$ cat config.mk
export PLATFORM = sky130hd
export DESIGN_NAME = i2c_master_transaction_sequencer_flat
export DESIGN_NICKNAME = d
export VERILOG_FILES = /design/src/imts_pkg.sv /design/src/imts_if.sv /design/src/imts_ram.sv /design/src/imts_seq_core.sv /design/src/i2c_master_transaction_sequencer.sv /design/src/flat_wrapper.sv
export SDC_FILE = /design/constraint.sdc
export NUM_CORES = 1
export LEC_CHECK = 0
export BUFFER_PORTS_ARGS = -buffer_cell sky130_fd_sc_hd__buf_2
export CELL_PAD_IN_SITES_DETAIL_PLACEMENT = 0
export CELL_PAD_IN_SITES_GLOBAL_PLACEMENT = 2
export CORE_MARGIN = 4
export CORE_UTILIZATION = 40
export CTS_BUF_LIST = sky130_fd_sc_hd__clkbuf_4
export CTS_CLUSTER_DIAMETER = 30
export CTS_CLUSTER_SIZE = 10
export DETAILED_ROUTE_END_ITERATION = 8
export GPL_TIMING_DRIVEN = 0
export PLACE_DENSITY = 0.82
export SYNTH_ARGS = -nofsm -noshare
export SYNTH_HDL_FRONTEND = slang
export SYNTH_SLANG_ARGS = --single-unit
export TNS_END_PERCENT = 1
$ cat constraint.sdc
create_clock -name clk_i -period 4 [get_ports clk_i]
set_input_delay 0.2 -clock clk_i [delete_from_list [all_inputs] [get_ports clk_i]]
set_output_delay 0.2 -clock clk_i [all_outputs]
set_load 0.01 [all_outputs]
$ cat src/imts_pkg.sv
// ----------------------------------------------------------------------------
// imts_pkg
// Shared types and constants of the I2C master transaction sequencer.
// ----------------------------------------------------------------------------
package imts_pkg;

  typedef enum logic [1:0] {
    OP_POLL     = 2'd0,
    OP_LOAD     = 2'd1,
    OP_BEGIN_WR = 2'd2,
    OP_BEGIN_RD = 2'd3
  } opcode_e;

  typedef enum logic [2:0] {
    CMD_NONE     = 3'd0,
    CMD_START    = 3'd1,
    CMD_STOP     = 3'd2,
    CMD_SEND     = 3'd3,
    CMD_SEND_ACK = 3'd4
  } cmd_e;

  localparam logic [7:0] ST_MASK     = 8'hF8;
  localparam logic [7:0] ST_START    = 8'h08;
  localparam logic [7:0] ST_SLAW_ACK = 8'h18;
  localparam logic [7:0] ST_DATA_ACK = 8'h28;
  localparam logic [7:0] ST_SLAR_ACK = 8'h40;

  localparam logic [8:0] POS_MAX = 9'h1FF;

  typedef struct packed {
    opcode_e    opcode;
    logic [4:0] slot;
    logic [7:0] data_byte;
    logic [7:0] count;
    logic       bus_ready;
    logic [7:0] bus_status;
    logic [7:0] bus_rx_byte;
  } item_t;

  typedef struct packed {
    cmd_e       bus_command;
    logic       tx_valid;
    logic [7:0] tx_byte;
    logic       read_valid;
    logic [7:0] read_index;
    logic [7:0] read_byte;
    logic       idle;
    logic [7:0] error_code;
  } result_t;

endpackage

$ cat src/imts_if.sv
// ----------------------------------------------------------------------------
// imts_if
// Valid/ready channels for sequencer items and results.
// ----------------------------------------------------------------------------
interface imts_item_if;
  logic       valid;
  logic       ready;
  logic [1:0] opcode;
  logic [4:0] slot;
  logic [7:0] data_byte;
  logic [7:0] count;
  logic       bus_ready;
  logic [7:0] bus_status;
  logic [7:0] bus_rx_byte;

  modport source (
    output valid, opcode, slot, data_byte, count, bus_ready, bus_status, bus_rx_byte,
    input  ready
  );
  modport sink (
    input  valid, opcode, slot, data_byte, count, bus_ready, bus_status, bus_rx_byte,
    output ready
  );
endinterface

interface imts_result_if;
  logic       valid;
  logic       ready;
  logic [2:0] bus_command;
  logic       tx_valid;
  logic [7:0] tx_byte;
  logic       read_valid;
  logic [7:0] read_index;
  logic [7:0] read_byte;
  logic       idle;
  logic [7:0] error_code;

  modport source (
    output valid, bus_command, tx_valid, tx_byte, read_valid, read_index, read_byte,
    output idle, error_code,
    input  ready
  );
  modport sink (
    input  valid, bus_command, tx_valid, tx_byte, read_valid, read_index, read_byte,
    input  idle, error_code,
    output ready
  );
endinterface

$ cat src/imts_ram.sv
// ----------------------------------------------------------------------------
// imts_ram
// Generic single-write, single-read RAM with registered read data.
// ----------------------------------------------------------------------------
module imts_ram #(
  parameter int unsigned WIDTH = 8,
  parameter int unsigned DEPTH = 32,
  parameter int unsigned AW    = (DEPTH > 1) ? $clog2(DEPTH) : 1
) (
  input  logic             clk_i,
  input  logic             we_i,
  input  logic [AW-1:0]    waddr_i,
  input  logic [WIDTH-1:0] wdata_i,
  input  logic             re_i,
  input  logic [AW-1:0]    raddr_i,
  output logic [WIDTH-1:0] rdata_o
);

  logic [WIDTH-1:0] mem_q [DEPTH];
  logic [WIDTH-1:0] rdata_q;

  always_ff @(posedge clk_i) begin
    if (we_i) begin
      mem_q[waddr_i] <= wdata_i;
    end
    if (re_i) begin
      rdata_q <= mem_q[raddr_i];
    end
  end

  assign rdata_o = rdata_q;

endmodule

$ cat src/imts_seq_core.sv
// ----------------------------------------------------------------------------
// imts_seq_core
// Sequencer state, write store and the per-item step logic.
// ----------------------------------------------------------------------------
module imts_seq_core #(
  parameter int unsigned WRITE_DEPTH = 32
) (
  input  logic              clk_i,
  input  logic              rst_ni,
  input  logic              fire_i,
  input  imts_pkg::item_t   item_i,
  input  logic              rd_en_i,
  output imts_pkg::result_t result_o
);

  localparam int unsigned AW      = (WRITE_DEPTH > 1) ? $clog2(WRITE_DEPTH) : 1;
  localparam logic [7:0]  DEPTH_B = 8'(WRITE_DEPTH);

  logic [7:0] write_total_q, write_total_d;
  logic [8:0] write_pos_q, write_pos_d;
  logic [7:0] read_total_q, read_total_d;
  logic [7:0] read_pos_q, read_pos_d;
  logic [7:0] error_q, error_d;
  logic       started_q, started_d;
  logic [7:0] read_addr_q, read_addr_d;
  logic       read_mode_q, read_mode_d;

  logic          st_we;
  logic [AW-1:0] st_waddr;
  logic [AW-1:0] st_raddr;
  logic [7:0]    st_rdata;
  logic [7:0]    store_byte;
  logic          byp_valid_q;
  logic [7:0]    byp_data_q;
  logic [8:0]    rd_pos;

  logic [7:0]     status;
  logic [7:0]     want;
  imts_pkg::cmd_e cmd;
  logic           tx_v;
  logic [7:0]     tx_b;
  logic           rd_v;
  logic [7:0]     rd_i;
  logic [7:0]     rd_b;
  logic           idle;

  assign st_waddr = AW'(item_i.slot);
  assign rd_pos   = fire_i ? write_pos_d : write_pos_q;
  assign st_raddr = rd_pos[AW-1:0];

  imts_ram #(
    .WIDTH (8),
    .DEPTH (WRITE_DEPTH)
  ) u_store (
    .clk_i   (clk_i),
    .we_i    (st_we),
    .waddr_i (st_waddr),
    .wdata_i (item_i.data_byte),
    .re_i    (rd_en_i),
    .raddr_i (st_raddr),
    .rdata_o (st_rdata)
  );

  // forward a store write that lands on the address being read
  always_ff @(posedge clk_i or negedge rst_ni) begin
    if (!rst_ni) begin
      byp_valid_q <= 1'b0;
    end else if (rd_en_i) begin
      byp_valid_q <= st_we && (st_waddr == st_raddr);
    end
  end

  always_ff @(posedge clk_i) begin
    if (rd_en_i) begin
      byp_data_q <= item_i.data_byte;
    end
  end

  assign store_byte = byp_valid_q ? byp_data_q : st_rdata;

  always_comb begin
    status        = item_i.bus_status & imts_pkg::ST_MASK;
    want          = imts_pkg::ST_DATA_ACK;
    cmd           = imts_pkg::CMD_NONE;
    tx_v          = 1'b0;
    tx_b          = 8'd0;
    rd_v          = 1'b0;
    rd_i          = 8'd0;
    rd_b          = 8'd0;
    st_we         = 1'b0;
    write_total_d = write_total_q;
    write_pos_d   = write_pos_q;
    read_total_d  = read_total_q;
    read_pos_d    = read_pos_q;
    error_d       = error_q;
    started_d     = started_q;
    read_addr_d   = read_addr_q;
    read_mode_d   = read_mode_q;

    unique case (item_i.opcode)
      imts_pkg::OP_LOAD: begin
        st_we = fire_i && (32'(item_i.slot) < WRITE_DEPTH);
      end
      imts_pkg::OP_BEGIN_WR: begin
        write_total_d = (item_i.count > DEPTH_B) ? DEPTH_B : item_i.count;
        write_pos_d   = 9'd0;
        read_total_d  = 8'd0;
        read_pos_d    = 8'd0;
        error_d       = 8'd0;
        started_d     = 1'b0;
        read_mode_d   = 1'b0;
      end
      imts_pkg::OP_BEGIN_RD: begin
        read_addr_d   = item_i.data_byte;
        write_total_d = 8'd1;
        write_pos_d   = 9'd0;
        read_total_d  = item_i.count;
        read_pos_d    = 8'd0;
        error_d       = 8'd0;
        started_d     = 1'b0;
        read_mode_d   = 1'b1;
      end
      imts_pkg::OP_POLL: begin
        if (write_pos_q == 9'd0 && read_pos_q == 8'd0 && write_total_q != 8'd0 &&
            error_q == 8'd0 && !started_q) begin
          cmd       = imts_pkg::CMD_START;
          started_d = 1'b1;
        end else if (item_i.bus_ready) begin
          if (write_pos_q < {1'b0, write_total_q}) begin
            priority if (write_pos_q == 9'd0) begin
              want = imts_pkg::ST_START;
            end else if (write_pos_q == 9'd1) begin
              want = imts_pkg::ST_SLAW_ACK;
            end else begin
              want = imts_pkg::ST_DATA_ACK;
            end
            if (status != want) begin
              error_d   = status | 8'h01;
              cmd       = imts_pkg::CMD_STOP;
              started_d = 1'b0;
            end
            if (error_d == 8'd0) begin
              tx_v        = 1'b1;
              tx_b        = read_mode_q ? read_addr_q : store_byte;
              write_pos_d = write_pos_q + 9'd1;
              cmd         = imts_pkg::CMD_SEND;
            end
          end else if (read_pos_q < read_total_q) begin
            if (write_pos_q == 9'd1 && status != imts_pkg::ST_SLAR_ACK) begin
              error_d   = status | 8'h01;
              cmd       = imts_pkg::CMD_STOP;
              started_d = 1'b0;
            end
            if (error_d == 8'd0) begin
              if (write_pos_q != imts_pkg::POS_MAX) begin
                write_pos_d = write_pos_q + 9'd1;
              end
              if (write_pos_q > 9'd1) begin
                rd_v       = 1'b1;
                rd_i       = read_pos_q;
                rd_b       = item_i.bus_rx_byte;
                read_pos_d = read_pos_q + 8'd1;
              end
              if (({1'b0, read_pos_d} + 9'd1) < {1'b0, read_total_q}) begin
                cmd = imts_pkg::CMD_SEND_ACK;
              end else if (read_pos_d < read_total_q) begin
                cmd = imts_pkg::CMD_SEND;
              end
            end
          end else if (started_q) begin
            cmd       = imts_pkg::CMD_STOP;
            started_d = 1'b0;
          end
        end
      end
    endcase

    idle = (write_pos_d >= {1'b0, write_total_d}) && (read_pos_d == read_total_d) &&
           !started_d;
  end

  always_ff @(posedge clk_i or negedge rst_ni) begin
    if (!rst_ni) begin
      write_total_q <= 8'd0;
      write_pos_q   <= 9'd0;
      read_total_q  <= 8'd0;
      read_pos_q    <= 8'd0;
      error_q       <= 8'd0;
      started_q     <= 1'b0;
      read_addr_q   <= 8'd0;
      read_mode_q   <= 1'b0;
    end else if (fire_i) begin
      write_total_q <= write_total_d;
      write_pos_q   <= write_pos_d;
      read_total_q  <= read_total_d;
      read_pos_q    <= read_pos_d;
      error_q       <= error_d;
      started_q     <= started_d;
      read_addr_q   <= read_addr_d;
      read_mode_q   <= read_mode_d;
    end
  end

  assign result_o = '{
    bus_command: cmd,
    tx_valid:    tx_v,
    tx_byte:     tx_b,
    read_valid:  rd_v,
    read_index:  rd_i,
    read_byte:   rd_b,
    idle:        idle,
    error_code:  error_d
  };

endmodule

$ cat src/i2c_master_transaction_sequencer.sv
// ----------------------------------------------------------------------------
// i2c_master_transaction_sequencer
// Steps an I2C master peripheral through one write or read transaction.
// ----------------------------------------------------------------------------
//   channel    role    handshake      beat
//   item_i     sink    valid/ready    opcode, slot, data_byte, count, bus flags
//   result_o   source  valid/ready    bus command, tx/read bytes, idle, error
//
// One item per cycle sustained while result_o does not stall; an item beat
// reaches result_o.valid through the input register and the result register.
// An input register feeds the step logic, which writes the result register.
// item_i.ready drops only while both registers are full and result_o stalls.
// Reset clears both valid flags and the sequencer state; the write store holds
// no defined content until loaded.
// ----------------------------------------------------------------------------
module i2c_master_transaction_sequencer #(
  parameter int unsigned WRITE_DEPTH = 32
) (
  input  logic         clk_i,
  input  logic         rst_ni,
  imts_item_if.sink    item_i,
  imts_result_if.source result_o
);

  logic              in_accept;
  logic              s1_fire;
  logic              s1_valid_q, s1_valid_d;
  imts_pkg::item_t   in_item;
  imts_pkg::item_t   s1_item_q;
  logic              out_valid_q, out_valid_d;
  imts_pkg::result_t core_result;
  imts_pkg::result_t out_q;

  assign s1_fire      = s1_valid_q && (!out_valid_q || result_o.ready);
  assign item_i.ready = !s1_valid_q || s1_fire;
  assign in_accept    = item_i.valid && item_i.ready;

  always_comb begin
    in_item.opcode      = imts_pkg::opcode_e'(item_i.opcode);
    in_item.slot        = item_i.slot;
    in_item.data_byte   = item_i.data_byte;
    in_item.count       = item_i.count;
    in_item.bus_ready   = item_i.bus_ready;
    in_item.bus_status  = item_i.bus_status;
    in_item.bus_rx_byte = item_i.bus_rx_byte;
  end

  always_comb begin
    s1_valid_d  = in_accept ? 1'b1 : (s1_fire ? 1'b0 : s1_valid_q);
    out_valid_d = s1_fire ? 1'b1 : (result_o.ready ? 1'b0 : out_valid_q);
  end

  always_ff @(posedge clk_i or negedge rst_ni) begin
    if (!rst_ni) begin
      s1_valid_q  <= 1'b0;
      out_valid_q <= 1'b0;
    end else begin
      s1_valid_q  <= s1_valid_d;
      out_valid_q <= out_valid_d;
    end
  end

  always_ff @(posedge clk_i) begin
    if (in_accept) begin
      s1_item_q <= in_item;
    end
    if (s1_fire) begin
      out_q <= core_result;
    end
  end

  imts_seq_core #(
    .WRITE_DEPTH (WRITE_DEPTH)
  ) u_core (
    .clk_i    (clk_i),
    .rst_ni   (rst_ni),
    .fire_i   (s1_fire),
    .item_i   (s1_item_q),
    .rd_en_i  (in_accept),
    .result_o (core_result)
  );

  assign result_o.valid       = out_valid_q;
  assign result_o.bus_command = out_q.bus_command;
  assign result_o.tx_valid    = out_q.tx_valid;
  assign result_o.tx_byte     = out_q.tx_byte;
  assign result_o.read_valid  = out_q.read_valid;
  assign result_o.read_index  = out_q.read_index;
  assign result_o.read_byte   = out_q.read_byte;
  assign result_o.idle        = out_q.idle;
  assign result_o.error_code  = out_q.error_code;

endmodule

$ cat src/flat_wrapper.sv
// flat-port wrapper written by rule: the top's interface ports become plain ports
module i2c_master_transaction_sequencer_flat 
#(
  parameter int unsigned WRITE_DEPTH = 32
)
  (clk_i, rst_ni, item_i_valid, item_i_opcode, item_i_slot, item_i_data_byte, item_i_count, item_i_bus_ready, item_i_bus_status, item_i_bus_rx_byte, item_i_ready, result_o_valid, result_o_bus_command, result_o_tx_valid, result_o_tx_byte, result_o_read_valid, result_o_read_index, result_o_read_byte, result_o_idle, result_o_error_code, result_o_ready);
  imts_item_if item_i_i ();
  imts_result_if result_o_i ();
  input  logic clk_i;
  input  logic rst_ni;
  input wire logic [$bits(item_i_i.valid)-1:0] item_i_valid;
  input wire logic [$bits(item_i_i.opcode)-1:0] item_i_opcode;
  input wire logic [$bits(item_i_i.slot)-1:0] item_i_slot;
  input wire logic [$bits(item_i_i.data_byte)-1:0] item_i_data_byte;
  input wire logic [$bits(item_i_i.count)-1:0] item_i_count;
  input wire logic [$bits(item_i_i.bus_ready)-1:0] item_i_bus_ready;
  input wire logic [$bits(item_i_i.bus_status)-1:0] item_i_bus_status;
  input wire logic [$bits(item_i_i.bus_rx_byte)-1:0] item_i_bus_rx_byte;
  output wire logic [$bits(item_i_i.ready)-1:0] item_i_ready;
  output wire logic [$bits(result_o_i.valid)-1:0] result_o_valid;
  output wire logic [$bits(result_o_i.bus_command)-1:0] result_o_bus_command;
  output wire logic [$bits(result_o_i.tx_valid)-1:0] result_o_tx_valid;
  output wire logic [$bits(result_o_i.tx_byte)-1:0] result_o_tx_byte;
  output wire logic [$bits(result_o_i.read_valid)-1:0] result_o_read_valid;
  output wire logic [$bits(result_o_i.read_index)-1:0] result_o_read_index;
  output wire logic [$bits(result_o_i.read_byte)-1:0] result_o_read_byte;
  output wire logic [$bits(result_o_i.idle)-1:0] result_o_idle;
  output wire logic [$bits(result_o_i.error_code)-1:0] result_o_error_code;
  input wire logic [$bits(result_o_i.ready)-1:0] result_o_ready;
  assign item_i_i.valid = item_i_valid;
  assign item_i_i.opcode = item_i_opcode;
  assign item_i_i.slot = item_i_slot;
  assign item_i_i.data_byte = item_i_data_byte;
  assign item_i_i.count = item_i_count;
  assign item_i_i.bus_ready = item_i_bus_ready;
  assign item_i_i.bus_status = item_i_bus_status;
  assign item_i_i.bus_rx_byte = item_i_bus_rx_byte;
  assign item_i_ready = item_i_i.ready;
  assign result_o_valid = result_o_i.valid;
  assign result_o_bus_command = result_o_i.bus_command;
  assign result_o_tx_valid = result_o_i.tx_valid;
  assign result_o_tx_byte = result_o_i.tx_byte;
  assign result_o_read_valid = result_o_i.read_valid;
  assign result_o_read_index = result_o_i.read_index;
  assign result_o_read_byte = result_o_i.read_byte;
  assign result_o_idle = result_o_i.idle;
  assign result_o_error_code = result_o_i.error_code;
  assign result_o_i.ready = result_o_ready;
  i2c_master_transaction_sequencer #(.WRITE_DEPTH(WRITE_DEPTH)) u_core (.clk_i(clk_i), .rst_ni(rst_ni), .item_i(item_i_i), .result_o(result_o_i));
endmodule
# Yosys cells after proc, flatten, opt, wreduce, memory -nomap -nowiden
# Memories as Yosys holds them, arrays and structs flattened. A register that Yosys moved wholly into a read port is not among the register bits.
# Index checks and enable logic that the tools add are counted.
# totals
reg_bits,140
ram_bits,256
out_inout_bits,40
word_cells,167
n_memories,1
# mem_list
memory,depth,word_bits,rd,rd_clocked_by_memory_dff,write_ports,line,rtl
u_core.u_core.u_store.mem_q,32,8,1,1,1,imts_ram.sv:19,logic [WIDTH-1:0] mem_q [DEPTH];
# op_classes
n_addsub,3
n_lt_le_gt_ge,7
eq_ne,9
mux,77
bitwise,7
reduce_logical,34
# op_table
cell,n
2-to-1 mux 8 bit,34
case mux 8 bit (2 select lines),4
2-to-1 mux 9 bit,7
logical NOT 8 bit,4
< comparator 9 x 8 -> 1 bit,2
2-to-1 mux 3 bit,6
case mux 9 bit (2 select lines),1
2-to-1 mux 1 bit,17
< comparator 8 bit,2
2-to-1 mux 6 bit,2
logical AND 1 bit,10
"adder 8 x 1 -> 9 bit, second input constant",1
"adder 9 x 1 -> 9 bit, second input constant",1
"== test 9 x 1 -> 1 bit, second input constant",1
greater-or-equal comparator 9 x 8 -> 1 bit,1
"> comparator 9 x 1 -> 1 bit, second input constant",1
logical NOT 9 bit,1
"!= test 9 bit, second input constant",1
"adder 8 x 1 -> 8 bit, second input constant",1
== test 8 bit,1
"> comparator 8 x 6 -> 1 bit, second input constant",1
!= test 8 bit,1
nonzero test 8 bit,1
NOT 1 bit,7
other kinds (18),29

# Depth between registers and ports, before layout
# depth
word_depth,24
ltp_mapped,22
mapped_depth_nobuf,21

# Modules after synthesis
# Synthesis repeated with hierarchy kept, for this count alone.
# unflattened
hier_cells,1108
area_unflattened_um2,17798.3
# by_module_without_submodules
module,n_inst,cells_per_inst,area_each_um2,seq_area_each_um2
imts_ram,1,417,10133.5,7927.6
imts_seq_core,1,605,5218.8,1541.5
i2c_master_transaction_sequencer,1,86,2446.1,2392.3

# Worst setup path before layout
# OpenSTA, ideal clock, no wires.
# synth_timing
path_kind,reg2reg
start,reg u_core.u_core.write_pos_q[2]
end,"reg u_core.out_q, in the netlist u_core.result_o.idle, data pin"
setup_ps,260
arrival_time_ps,3945
required_time_ps,3740
slack_ps,-205
path_stages_with_launch,21
path_buffers,2
synth_period_minus_slack_ps,4205
path_cell_list,dfrtp_1 > buf_6 > or4_4 > o311a_1 > o21ba_2 > nand3_2 > a21o_1 > buf_6 > xnor2_1 > nand2_1 > ha_1 > nand2b_1 > a21o_1 > a21o_1 > a21o_1 > a21o_1 > a21o_1 > a21oi_1 > nor2b_1 > o31ai_1 > nor3_1
# synth_rtl
item,line,rtl
from (decl),imts_seq_core.sv:20,"logic [8:0] write_pos_q, write_pos_d;"
from (signal assigned),imts_seq_core.sv:194,write_pos_q <= write_pos_d;
to (signal assigned),i2c_master_transaction_sequencer.sv:68,out_q <= core_result;
to (decl),i2c_master_transaction_sequencer.sv:32,imts_pkg::result_t out_q;

# Worst setup path in the final report
# layout_timing
start,reg u_core.u_core.write_pos_q[0]
end,"reg u_core.u_core.u_store.rdata_q[6] (netlist: u_core.u_core.u_store.rdata_o[6]), read port of u_core.u_core.u_store.mem_q, data pin"
# layout_via
elab_chain_cells,20
# layout_lines
item,line,rtl
== test 9 x 1 -> 1 bit,"imts_seq_core.sv:132, imts_seq_core.sv:149",
2-to-1 mux 6 bit,imts_seq_core.sv:132,end else if (write_pos_q == 9'd1) begin
2-to-1 mux 6 bit,imts_seq_core.sv:130,priority if (write_pos_q == 9'd0) begin
2-to-1 mux 8 bit,imts_seq_core.sv:129,"if (write_pos_q < {1'b0, write_total_q}) begin"
2-to-1 mux 8 bit,imts_seq_core.sv:128,end else if (item_i.bus_ready) begin
2-to-1 mux 8 bit,imts_seq_core.sv:124,if (write_pos_q == 9'd0 && read_pos_q == 8'd0 && write_total_q != 8'd0 &&
2-to-1 mux 8 bit,imts_seq_core.sv:100,unique case (item_i.opcode)
!= test 8 bit,imts_seq_core.sv:137,if (status != want) begin
[4 not listed],--,
2-to-1 mux 8 bit,imts_seq_core.sv:100,
logical NOT 8 bit,imts_seq_core.sv:142,if (error_d == 8'd0) begin
2-to-1 mux 9 bit,imts_seq_core.sv:142,
2-to-1 mux 9 bit,imts_seq_core.sv:129,
2-to-1 mux 9 bit,imts_seq_core.sv:128,
2-to-1 mux 9 bit,imts_seq_core.sv:124,
case mux 9 bit (2 select lines),imts_seq_core.sv:100,
2-to-1 mux 5 bit *,imts_seq_core.sv:48,assign rd_pos = fire_i ? write_pos_d : write_pos_q;
to (decl),imts_ram.sv:20,logic [WIDTH-1:0] rdata_q;
# Mark *: on every way between the ends. The rest lies on a longest branch, timed or not. The select of a mux whose other input is x is not followed.
# A chain may end at the register's enable or synchronous reset.

==> results.toml <==
[sta]
fmax_mhz = 237
setup_ws_ps = -226
relSlewSlack = 0.0286
hold_viol_final = 0
fin_crit_sh = 1.06
finClkSkew_ps = 125
period_minus_slack_ps = 4230
tightest_slew_ps = 1460
finalSetupViolCount = 9
rsz0062_at_grt = "true"
slew_violations = 0

[synthesis]
synthArstFlopShare = 0.135
netlist_instances = 1477
synth_nets = 1565
yosysTopAreaCellShare = 0.567
synth_top_area_cell = "edfxtp_1"
synth_area_um2 = 18400
yosysUniqueCellTypes = 69
yosysSeqAreaShare = 0.640
synth_commonest_cells = "347 x edfxtp_1, 191 x nand2_1, 100 x nor2_1, 81 x inv_1, 61 x mux2i_1"
yosys-top-cells-area = "edfxtp_1 57%, dfrtp_1 7.3%, nand2_1 3.9%"
synth_seq_cells = 401
ys_warn_count = 0
syn_avg_cell_area_um2 = 12.4
synth_edf_count = 347
yosysMostFrequentCell = "edfxtp_1"
synth_flop_cell = "edfxtp_1"

[setup_path]
reg2reg_slack_ps = -230
arrival_ps = 4750
cp-end-kind = "register"
slowest_delay_ps = 440
critPathLaunchType = "register"
path_cells = "buf_4, clkbuf_8, inv_2, ha_4, nor4b_1, and4b_2, a31o_4, buf_4, a221oi_1, clkbuf_2, clkbuf_1, a31oi_1, o2111ai_1, o211ai_1, a211oi_2, nor3_1"
cp-startpoint = "u_core.u_core.write_pos_q[0]"
r2r_start = "u_core.u_core.write_pos_q[0]"
cp_max_fo = 10
endpoint = "u_core.u_core.u_store.rdata_o[6]"
crit_top_cell = "buf_4"
required_ps = 4530
r2r_end = "u_core.u_core.u_store.rdata_o[6]"
r2r_cells = 16
crit_type = "register to register"
crit_path_top_delay_cell = "a221oi_1"

[floorplanning]
rows = 78
boundaryPins = 84
initial_core_util = 0.405
die_area_um2 = 49500
die_h_um = 222
die_w_um = 222
core_area_um2 = 45400

[finish]
final_cell_count_no_fill = 2420
nets = 1830
seqCellArea_um2 = 11800
syn_to_final_growth_pct = 25.5
drive_gt1_frac = 0.274
multi_input_area_um2 = 6660
fillers = 4021

[route]
routed_wl_um = 54500
met3WireLength_um = 3800
wl_met1_um = 23600
topRoutingLayerUsed = "met4"
drc = 0
met2_length_um = 25500
detail-route-antenna-nets = 0
wire_per_inst_um = 22.5
vias = 13400
vias_per_cell = 5.53
drtIter0Drc = 1198
drtPass1Iterations = 5

[grt]
overflow = 0
grt_start_max_net_pins = 55
track_usage = 0.219
grt_antenna_before_repair = 1
grt_pass1_vias = 13600
grt_pass1_wl_um = 82600

[clock_network]
cts_tree = "yes"
cts.sinks = 401
clkSlewWorstSetupHoldPaths_ps = 90
h-tree-depth = 3
clockBufferDepth = 3
cts_inserted_buffers = 90
root_buffer = "clkbuf_4"
clk_latency_ps = 870

[run]
maxCapViolations = 0

[min_path]
hold_class = "input pin to register"

[placement]
gp_congestion = 0.884
portBuffers = 80
dp.cells = 2160
place_ws_ps = -1310
hpwl_um = 36400

[power_and_ir_drop]
power_leakage_nw = 8.64
pwr_density_cell_nw_per_um2 = 581
ir_drop_mv = 0.358

[outcome]
violations = "setup timing"
outcome = "complete, but fails checks"
## how the worst min path moves through the flow
| stage | from | to | cells after the start |
|---|---|---|---|
| 2_1_floorplan | rst_ni | u_core.result_o.valid | 0 |
| 3_3_place_gp | item_i_data_byte[6] | u_core.s1_item_q[31] | 1 |
| 3_5_place_dp | rst_ni | u_core.u_core.read_pos_q[5] | 1 |
| 4_1_cts | item_i_bus_rx_byte[1] | u_core.s1_item_q[1] | 2 |
| 5_1_grt | item_i_slot[2] | u_core.s1_item_q[35] | 2 |
| 6_report | item_i_slot[2] | u_core.s1_item_q[35] | 2 |
## registers in the layout (all words and copies together), names as in the netlist, 3 cells and up
name	cells
u_core.u_core.u_store.mem_q	256
u_core.u_core.read_pos_q	8
u_core.result_o.bus_command	3
u_core.u_core.error_q	8
u_core.result_o.tx_byte	8
u_core.result_o.read_byte	8
u_core.u_core.write_pos_q	9
u_core.u_core.read_addr_q	8
u_core.u_core.u_store.rdata_o	8
u_core.result_o.read_index	8
u_core.u_core.write_total_q	8
u_core.result_o.error_code	8
u_core.u_core.read_total_q	8
u_core.u_core.byp_data_q	8
u_core.s1_item_q	37
## where the power goes
| part | switching [mW] | internal, mW |
|---|---|---|
| clock | 1.92 | 2.46 |
| combinational | 2.59 | 1.53 |
| sequential | 0.147 | 4.77 |
## worst max-delay path, delay by kind of cell (launching register included)
family	cells	cell delay, ps
AO/OA/AOI/OAI	6	1630
adder cells (fa/ha/maj)	1	170
buffers and inverters	6	1170
flip-flops	1	370
AND/OR/NAND/NOR	3	590
## area by class of cell
class,instances,area share
repair buffers,175,0.0604
inverters,84,0.0138
diodes,1,0.000108
clock inverters,67,0.0374
plain buffers,92,0.0238
flip-flops and latches,401,0.510
well taps,600,0.0325
multi-input cells,898,0.288
clock buffers,102,0.0332
## cells in the final DEF, fill, tap and decap left out, types with 8 or more instances in the layout
cell / n
clkinvlp_4: 9
clkbuf_1: 28
o211ai_1: 9
a311oi_2: 15
dlygate4sd3_1: 48
buf_4: 51
and3_1: 11
a2111oi_0: 11
a31oi_1: 39
inv_6: 16
clkbuf_4: 109
a21oi_1: 31
a211oi_2: 18
a311oi_1: 18
clkbuf_2: 14
nor2_1: 100
mux2i_1: 58
a2111oi_2: 10
clkinv_2: 12
nand4_1: 9
inv_1: 75
dfrtp_1: 48
bufinv_16: 17
a211oi_1: 25
nand2_1: 190
inv_2: 9
edfxtp_1: 347
ha_1: 36
xor2_1: 12
and2_1: 20
ha_4: 8
nor3_1: 12
mux2_2: 10
o21ai_0: 24
a21o_1: 9
nand3_1: 44
buf_2: 99
xnor2_1: 18
## layer usage
| metal | up-vias | GRT usage |
|---|---|---|
| met3 | 101 | 0.0470 |
| met5 | - | 0 |
| met4 | 0 | 0.0805 |
| met1 | 6678 | 0.299 |
| met2 | 467 | 0.349 |
| li1 | 6138 | - |
## metrics by stage
| stage | instance area [um^2] | TNS [ps] | power (mW) | utilization | hold slack [ps] |
|---|---|---|---|---|---|
| 2_1_floorplan | 18500 | 0 | 7.10 | - | -95.6 |
| 3_3_place_gp | 19600 | -20090 | 8.28 | 0.432 | 377 |
| 3_5_place_dp | 19700 | -18110 | 8.32 | 0.434 | 350 |
| 4_1_cts | 22700 | -1320 | 13.3 | 0.501 | 9.10 |
| 5_1_grt | 23100 | -3310 | 14.1 | 0.508 | 39.4 |
| 6_report | 23100 | -1390 | 13.4 | 0.508 | 98.9 |
## kinds of logic (layout without fill, tap and decap cells)
| family | count (synthesis) | count (layout) | synth area share |
|---|---|---|---|
| adder cells (fa/ha/maj) | 44 | 44 | 0.0299 |
| multiplexers | 71 | 71 | 0.0393 |
| XOR/XNOR | 37 | 37 | 0.0176 |
| AND/OR/NAND/NOR | 451 | 451 | 0.113 |
| AO/OA/AOI/OAI | 295 | 295 | 0.118 |
| buffers and inverters | 178 | 520 | 0.0423 |
| flip-flops | 401 | 401 | 0.640 |
| other | 0 | 1 | 0 |
## what timing repair did
item	in CTS	in global routing
endpoints found under the setup margin	30	21
hold endpoints to repair	94	0
buffers inserted	31	8
pin swaps	30	20
hold buffers	49	0
gates resized for setup	159	40
(Power assumes the default switching activity.)
